===== src/rtl/tdp_pkg.sv =====
`timescale 1ns / 1ps

package tdp_pkg;

  // Candidate width, fixed by the candidate field.
  localparam int NW   = 32;
  // Divisor/remainder width: trial divisors stay below 2^(NW/2+1).
  localparam int DW   = NW / 2 + 2;
  // Width of the divisor-squared register (holds values past 2^NW).
  localparam int SW   = NW + 2;
  // Bit counter of the serial remainder unit.
  localparam int CNTW = $clog2(NW);

  typedef struct packed {
    logic done;   // one-cycle pulse: remainder is ready
    logic zero;   // remainder is zero (valid with done)
  } rem_stat_t;

endpackage


===== src/rtl/tdp_rem.sv =====
`timescale 1ns / 1ps

// Bit-serial restoring remainder: one candidate bit per cycle, MSB first.
module tdp_rem (
  input  logic                      clk,
  input  logic                      rst_n,
  input  logic                      start,
  input  logic [tdp_pkg::NW-1:0]    num,
  input  logic [tdp_pkg::DW-1:0]    div,
  output tdp_pkg::rem_stat_t        stat
);

  logic                       busy_r, busy_nxt;
  logic                       done_r, done_nxt;
  logic [tdp_pkg::CNTW-1:0]   cnt_r, cnt_nxt;
  logic [tdp_pkg::NW-1:0]     shreg_r, shreg_nxt;
  logic [tdp_pkg::DW-1:0]     rem_r, rem_nxt;
  logic [tdp_pkg::DW:0]       trial;

  // Partial remainder shifted left with the next candidate bit.
  assign trial = {rem_r, shreg_r[tdp_pkg::NW-1]};

  always_comb begin
    busy_nxt  = busy_r;
    done_nxt  = 1'b0;
    cnt_nxt   = cnt_r;
    shreg_nxt = shreg_r;
    rem_nxt   = rem_r;
    if (start && !busy_r) begin
      busy_nxt  = 1'b1;
      cnt_nxt   = tdp_pkg::CNTW'(tdp_pkg::NW - 1);
      shreg_nxt = num;
      rem_nxt   = '0;
    end else if (busy_r) begin
      shreg_nxt = {shreg_r[tdp_pkg::NW-2:0], 1'b0};
      if (trial >= {1'b0, div}) begin
        rem_nxt = tdp_pkg::DW'(trial - {1'b0, div});
      end else begin
        rem_nxt = trial[tdp_pkg::DW-1:0];
      end
      cnt_nxt = cnt_r - 1'b1;
      if (cnt_r == '0) begin
        busy_nxt = 1'b0;
        done_nxt = 1'b1;
      end
    end
  end

  always_ff @(posedge clk) begin
    if (!rst_n) begin
      busy_r <= 1'b0;
      done_r <= 1'b0;
      cnt_r  <= '0;
    end else begin
      busy_r <= busy_nxt;
      done_r <= done_nxt;
      cnt_r  <= cnt_nxt;
    end
  end

  always_ff @(posedge clk) begin
    shreg_r <= shreg_nxt;
    rem_r   <= rem_nxt;
  end

  assign stat.done = done_r;
  assign stat.zero = (rem_r == '0);

endmodule


===== config.mk =====
export PLATFORM = sky130hd
export DESIGN_NAME = tdp_rem
export DESIGN_NICKNAME = d
export VERILOG_FILES = /design/src/rtl/tdp_pkg.sv /design/src/rtl/tdp_rem.sv
export SDC_FILE = /design/constraint.sdc
export NUM_CORES = 1
export LEC_CHECK = 0
export ABC_AREA = 1
export BUFFER_PORTS_ARGS = -buffer_cell sky130_fd_sc_hd__buf_2
export CAP_MARGIN = 20
export CORE_MARGIN = 5
export CORE_UTILIZATION = 33
export CTS_CLUSTER_DIAMETER = 60
export CTS_CLUSTER_SIZE = 24
export DETAILED_ROUTE_END_ITERATION = 8
export PLACE_DENSITY = 0.5
export SKIP_CTS_REPAIR_TIMING = 1
export SYNTH_ARGS = -nofsm -noshare
export SYNTH_HDL_FRONTEND = slang
export SYNTH_SLANG_ARGS = --single-unit

===== constraint.sdc =====
create_clock -name clk -period 3.47 [get_ports clk]
set_input_delay 1.041 -clock clk [delete_from_list [all_inputs] [get_ports clk]]
set_output_delay 1.041 -clock clk [all_outputs]
set_load 0.02 [all_outputs]

==> results.py, run 1 <==
metrics = {
    "finish": {
        "fin_util_pct": 39.2,
        "fin_nets": 675,
        "final_cell_mix": "nand2_1 (232), inv_1 (79), buf_2 (54), nand3_1 (37), edfxtp_1 (32)",
        "stdcell_area_um2": 4460,
        "diodes": 0,
        "drive_above_1_share_pct": 14.2,
        "layout_commonest_cell": "nand2_1",
        "area_growth_pct": 17.3,
    },
    "power": {
        "switching_share_pct": 42.6,
        "pwr-share-clk_pct": 21.5,
        "p_int_uw": 2000,
        "vdd_ir_drop_max_mv": 0.286,
        "p_comb_share_pct": 49.0,
        "p_switching_uw": 1490,
        "p_leak_uw": 0.00237,
        "pwr_density_cell_nw_per_um2": 782,
        "seqPwrFrac_pct": 29.5,
    },
    "sta": {
        "rsz0062_at_grt": "no",
        "tightest_slew_ns": 0.932,
        "hold_viol_final": 0,
        "skew_ns": 0.00616,
        "max_freq_mhz": 368,
        "final_max_slew_viol_count": 0,
        "slew_headroom_pct": 37.8,
        "tns_ns": 0,
        "fin_crit_sh_pct": 78.2,
        "period_minus_slack_ns": 2.72,
        "post-route-worst-setup-slack_ns": 0.755,
        "setup_violations": 0,
    },
    "cts": {
        "ctsLongestPathBuffers": 2,
        "clkTransAtPathRegs_ns": 0.05,
        "cts_tree": "built",
        "clkLatencyLatePin_ns": 0.32,
        "h-tree-depth": 3,
        "clockRootBuffer": "clkbuf_16",
        "cts_buffers": 9,
        "clock_sinks": 57,
    },
    "worst_setup_path": {
        "arrival_ns": 1.67,
        "startpoint_type": "flop",
        "cp-end-kind": "output port",
        "worstPathRequired_ns": 2.43,
        "cp_max_fo": 3,
        "crit_type": "flop to output port",
    },
    "synth": {
        "ys_ff_latch": 57,
        "synth-edff-count": 32,
        "async_flop_share_pct": 0,
        "syn_inst": 546,
        "ys_seq_area_share_pct": 38.4,
        "syn_nets": 620,
        "post_synth.cell_area_avg_um2": 6.96,
        "yosysUniqueCellTypes": 36,
        "yosys_warnings": 0,
        "ys.flop_type": "edfxtp_1",
        "syn-cell-area_um2": 3800,
    },
    "global_route": {
        "antenna_found_initial": 0,
        "grt_pass1_vias": 3373,
        "grt_usage_pct": 13.4,
        "grt_max_degree": 43,
        "grt_overflow": 0,
        "grt_first_pass_wirelength_um": 15600,
    },
    "route": {
        "dr.pass1.iters": 4,
        "initialDrtViolationCount": 151,
        "routed_wirelength_um": 9260,
        "drcViolationCount": 0,
        "routedWlPerCell_um": 12.4,
        "vias": 3421,
        "ant_nets": 0,
        "vias_per_cell": 4.57,
    },
    "floorplanning": {
        "io_pins": 55,
        "floorplan.initialDensity_pct": 33.4,
        "rows": 39,
        "dieArea_um2": 13800,
        "die_x_um": 117,
        "die_y_um": 117,
        "core_region_area_um2": 11400,
    },
    "placement": {
        "place_congestion": 0.829,
        "placed_area_um2": 4210,
        "pre_cts_slack_ns": 0.524,
        "hpwl_um": 6880,
        "portBuffers": 54,
    },
    "run_status": {
        "run_status": "complete, no violations",
    },
    "hold_path": {
        "hold_class": "flop to flop",
    },
    "run": {
        "cap_violations": 0,
    },
}
==> worst max-delay path, stage by stage, from the launching register on <==
cell and delay, ns:
dfxtp_1 0.34, nor4_1 0.43, nand4_1 0.14, nor3_1 0.22, buf_2 0.22
==> flip-flops by register name (all words and copies together) (netlist names) <==
register  cells
cnt_r         5
rem_r        18
shreg_r      32
done_r        1
busy_r        1
==> path summary, 6_finish.rpt <==
check / start / end / slack [ns] / cells after the start
min: cnt_r[4] / cnt_r[4] / 0.48 / 1
max reg2reg: shreg_r[31] / rem_r[12] / 1.28 / 13
min reg2reg: cnt_r[4] / cnt_r[4] / 0.48 / 1
max: rem_r[0] / stat[0] / 0.75 / 4
==> per-layer routing <==
layer | wire length (um) | GRT usage [%] | vias to the layer above | share of wire [%]
li1 | - | - | 1832 | -
met1 | 4660 | 18.2 | 1531 | 50
met2 | 4160 | 21.1 | 52 | 45
met3 | 362 | 3.75 | 6 | 3.9
met4 | 69 | 2.97 | 0 | 0.75
met5 | 0 | 0 | - | 0
==> per-stage QoR <==
stage          hold slack, ns  power (uW)  cells
3_5_place_dp            0.464        2750    733
4_1_cts                 0.478        3520    749
5_1_grt                 0.488        3820    749
2_1_floorplan           0.432        2350    546
3_3_place_gp            0.464        2740    733
6_report                0.484        3490    749
==> cells in the mapped netlist (3+ instances only) <==
cell | count | area (um^2)
nand2_1 | 232 | 871
inv_1 | 79 | 297
nand3_1 | 37 | 185
edfxtp_1 | 32 | 961
nor2_1 | 27 | 101
dfxtp_1 | 25 | 500
ha_1 | 20 | 250
nand3b_1 | 14 | 105
a21oi_1 | 11 | 55.1
clkbuf_1 | 10 | 37.5
o21ai_0 | 9 | 45.0
nand2_2 | 5 | 31.3
nand4_1 | 5 | 31.3
nor4_1 | 5 | 31.3
nor3_1 | 4 | 20.0
xnor2_1 | 4 | 35.0
o21ai_1 | 3 | 15.0
xor2_1 | 3 | 26.3
==> cell type report <==
class / count / area (um^2)
clock buffers: 11 / 233
flip-flops and latches: 57 / 1460
inverters: 80 / 300
well taps: 143 / 179
repair buffers: 59 / 308
multi-input cells: 394 / 1960
fillers: 1244 / 6910
clock inverters: 5 / 22.5
==> power groups by stage <==
stage          Combinational, uW  Clock [uW]  Sequential (uW)
3_5_place_dp                1710           0             1040
4_1_cts                     1720         773             1030
3_3_place_gp                1700           0             1040
6_report                    1710         751             1030
2_1_floorplan               1370           0              982
5_1_grt                     1970         807             1040
==> kinds of logic (layout without fill, tap and decap cells) <==
family                   Yosys count  count (layout)  synth area share [%]
XOR/XNOR                           7               7                  1.61
AO/OA/AOI/OAI                     29              29                  4.31
adder cells (fa/ha/maj)           21              21                  7.11
AND/OR/NAND/NOR                  337             337                  38.4
buffers and inverters             95             155                  10.1
flip-flops                        57              57                  38.4
Note: power is estimated with default switching activity, not from simulation.
==> inputs of run 2 (changes only) <==
- PLACE_DENSITY: 0.5 -> 0.52
- clock period: 3.47 -> 2.49 ns (I/O delays scaled with it)
==> results.py, run 2 (same netlist as run 1, synthesis figures left out) <==
metrics = {
    "run_status": {
        "run_status": "complete, no violations",
    },
    "placement": {
        "portBuffers": 54,
        "hpwl_um": 7250,
        "placed_cells": 751,
        "pre_cts_slack_ns": -0.0348,
        "place_congestion": 0.833,
        "placed_area_um2": 4340,
    },
    "worst_setup_path": {
        "r2r_setup_slack_ns": 0.45,
        "cp_max_fo": 3,
        "slowest_stage": "dfxtp_1",
        "worstPathCellList": "nor4_1 > nand4_1 > nor3_1 > buf_2",
        "cpPeakStageDelay_ns": 0.34,
        "startpoint_type": "flop",
        "worstPathRequired_ns": 1.74,
        "critPathTopFamily": "simple AND/OR/NAND/NOR gates",
        "cp-end-kind": "output port",
        "path_buf_inv": 1,
        "arrival_ns": 1.51,
        "crit_type": "flop to output port",
    },
    "power": {
        "p_comb_share_pct": 49.8,
        "p_switching_uw": 2110,
        "seqPwrFrac_pct": 28.0,
        "switching_share_pct": 40.8,
        "pwr-share-clk_pct": 22.2,
        "vdd_ir_drop_max_mv": 0.482,
        "p_int_uw": 3060,
        "p_leak_uw": 0.00247,
        "pwr_density_cell_nw_per_um2": 1120,
        "p_total_uw": 5160,
    },
    "global_route": {
        "grt_pass1_vias": 3416,
        "grt_max_degree": 35,
        "antenna_found_initial": 0,
        "grt_usage_pct": 13.9,
        "grt_overflow": 0,
        "grt_first_pass_wirelength_um": 15900,
    },
    "sta": {
        "tightest_slew_ns": 0.987,
        "final_max_slew_viol_count": 0,
        "slew_headroom_pct": 34.1,
        "max_freq_mhz": 442,
        "fin_crit_sh_pct": 90.8,
        "skew_ns": 0.00572,
        "rsz0062_at_grt": "no",
        "post-route-worst-setup-slack_ns": 0.230,
        "hold_viol_final": 0,
        "setup_violations": 0,
        "period_minus_slack_ns": 2.26,
        "whs_ns": 0.474,
    },
    "floorplanning": {
        "io_pins": 55,
        "floorplan.initialDensity_pct": 33.4,
        "dieArea_um2": 13800,
        "die_y_um": 117,
        "core_region_area_um2": 11400,
        "rows": 39,
        "die_x_um": 117,
    },
    "cts": {
        "ctsLongestPathBuffers": 2,
        "clkLatencyLatePin_ns": 0.31,
        "clkTransAtPathRegs_ns": 0.05,
        "cts_buffers": 9,
        "clockRootBuffer": "clkbuf_16",
        "clock_sinks": 57,
        "h-tree-depth": 3,
        "cts_tree": "built",
    },
    "route": {
        "vias": 3482,
        "dr.pass1.iters": 4,
        "wl_met1_um": 4640,
        "drcViolationCount": 0,
        "wl_met3_um": 501,
        "initialDrtViolationCount": 174,
        "ant_nets": 0,
        "routedWlPerCell_um": 12.3,
        "wl_met2_um": 4170,
        "top_layer_used": "met4",
        "vias_per_cell": 4.54,
        "routed_wirelength_um": 9400,
    },
    "finish": {
        "regMostFlops": "shreg_r",
        "layout_commonest_cell": "nand2_1",
        "area_growth_pct": 21.7,
        "fin_nets": 693,
        "largest_reg_flops": 32,
        "stdcell_area_um2": 4630,
        "diodes": 0,
        "final_cell_mix": "nand2_1 (232), inv_1 (79), buf_2 (54), nand3_1 (37), edfxtp_1 (32)",
        "fin_cells": 767,
        "largest_registers": "shreg_r: 32 flops, rem_r: 18 flops, cnt_r: 5 flops",
        "drive_above_1_share_pct": 16.8,
    },
    "hold_path": {
        "hold_class": "flop to flop",
    },
    "run": {
        "cap_violations": 0,
    },
}
==> run 2: final cells by class <==
| type | instances | area, um^2 |
|---|---|---|
| Clock buffer | 12 | 236 |
| Timing Repair Buffer | 77 | 443 |
| Clock inverter | 4 | 43.8 |
| Fill cell | 1233 | 6740 |
| Sequential cell | 57 | 1460 |
| Inverter | 80 | 300 |
| Multi-Input combinational cell | 394 | 1960 |
| Tap cell | 143 | 179 |
==> run 2: power by group through the flow <==
| stage | Clock, uW | Combinational (uW) | Sequential (uW) |
|---|---|---|---|
| after CTS | 1180 | 2580 | 1440 |
| after floorplan | 0 | 1910 | 1370 |
| after global placement | 0 | 2550 | 1460 |
| after detailed placement | 0 | 2570 | 1460 |
| final | 1150 | 2570 | 1440 |
| after global routing | 1230 | 2950 | 1470 |
==> run 2: metal layers <==
| metal | track usage [%] | vias to the layer above |
|---|---|---|
| li1 | - | 1867 |
| met2 | 21.4 | 84 |
| met4 | 3.41 | 0 |
| met3 | 3.56 | 8 |
| met5 | 0 | - |
| met1 | 19.3 | 1523 |
==> run 2: through the flow <==
stage | utilization (%) | TNS [ns]
2_1_floorplan | - | 0
3_3_place_gp | 38.2 | -0.00449
3_5_place_dp | 38.2 | -0.0686
4_1_cts | 40.6 | 0
5_1_grt | 40.7 | 0
6_report | 40.7 | 0
==> run 2: worst paths after layout <==
kind,from,endpoint,cells after the start
worst min-delay path,cnt_r[4],cnt_r[4],1
worst min register to register,cnt_r[4],cnt_r[4],1
worst max register to register,shreg_r[31],rem_r[16],14
worst max-delay path,rem_r[7],stat[0],4
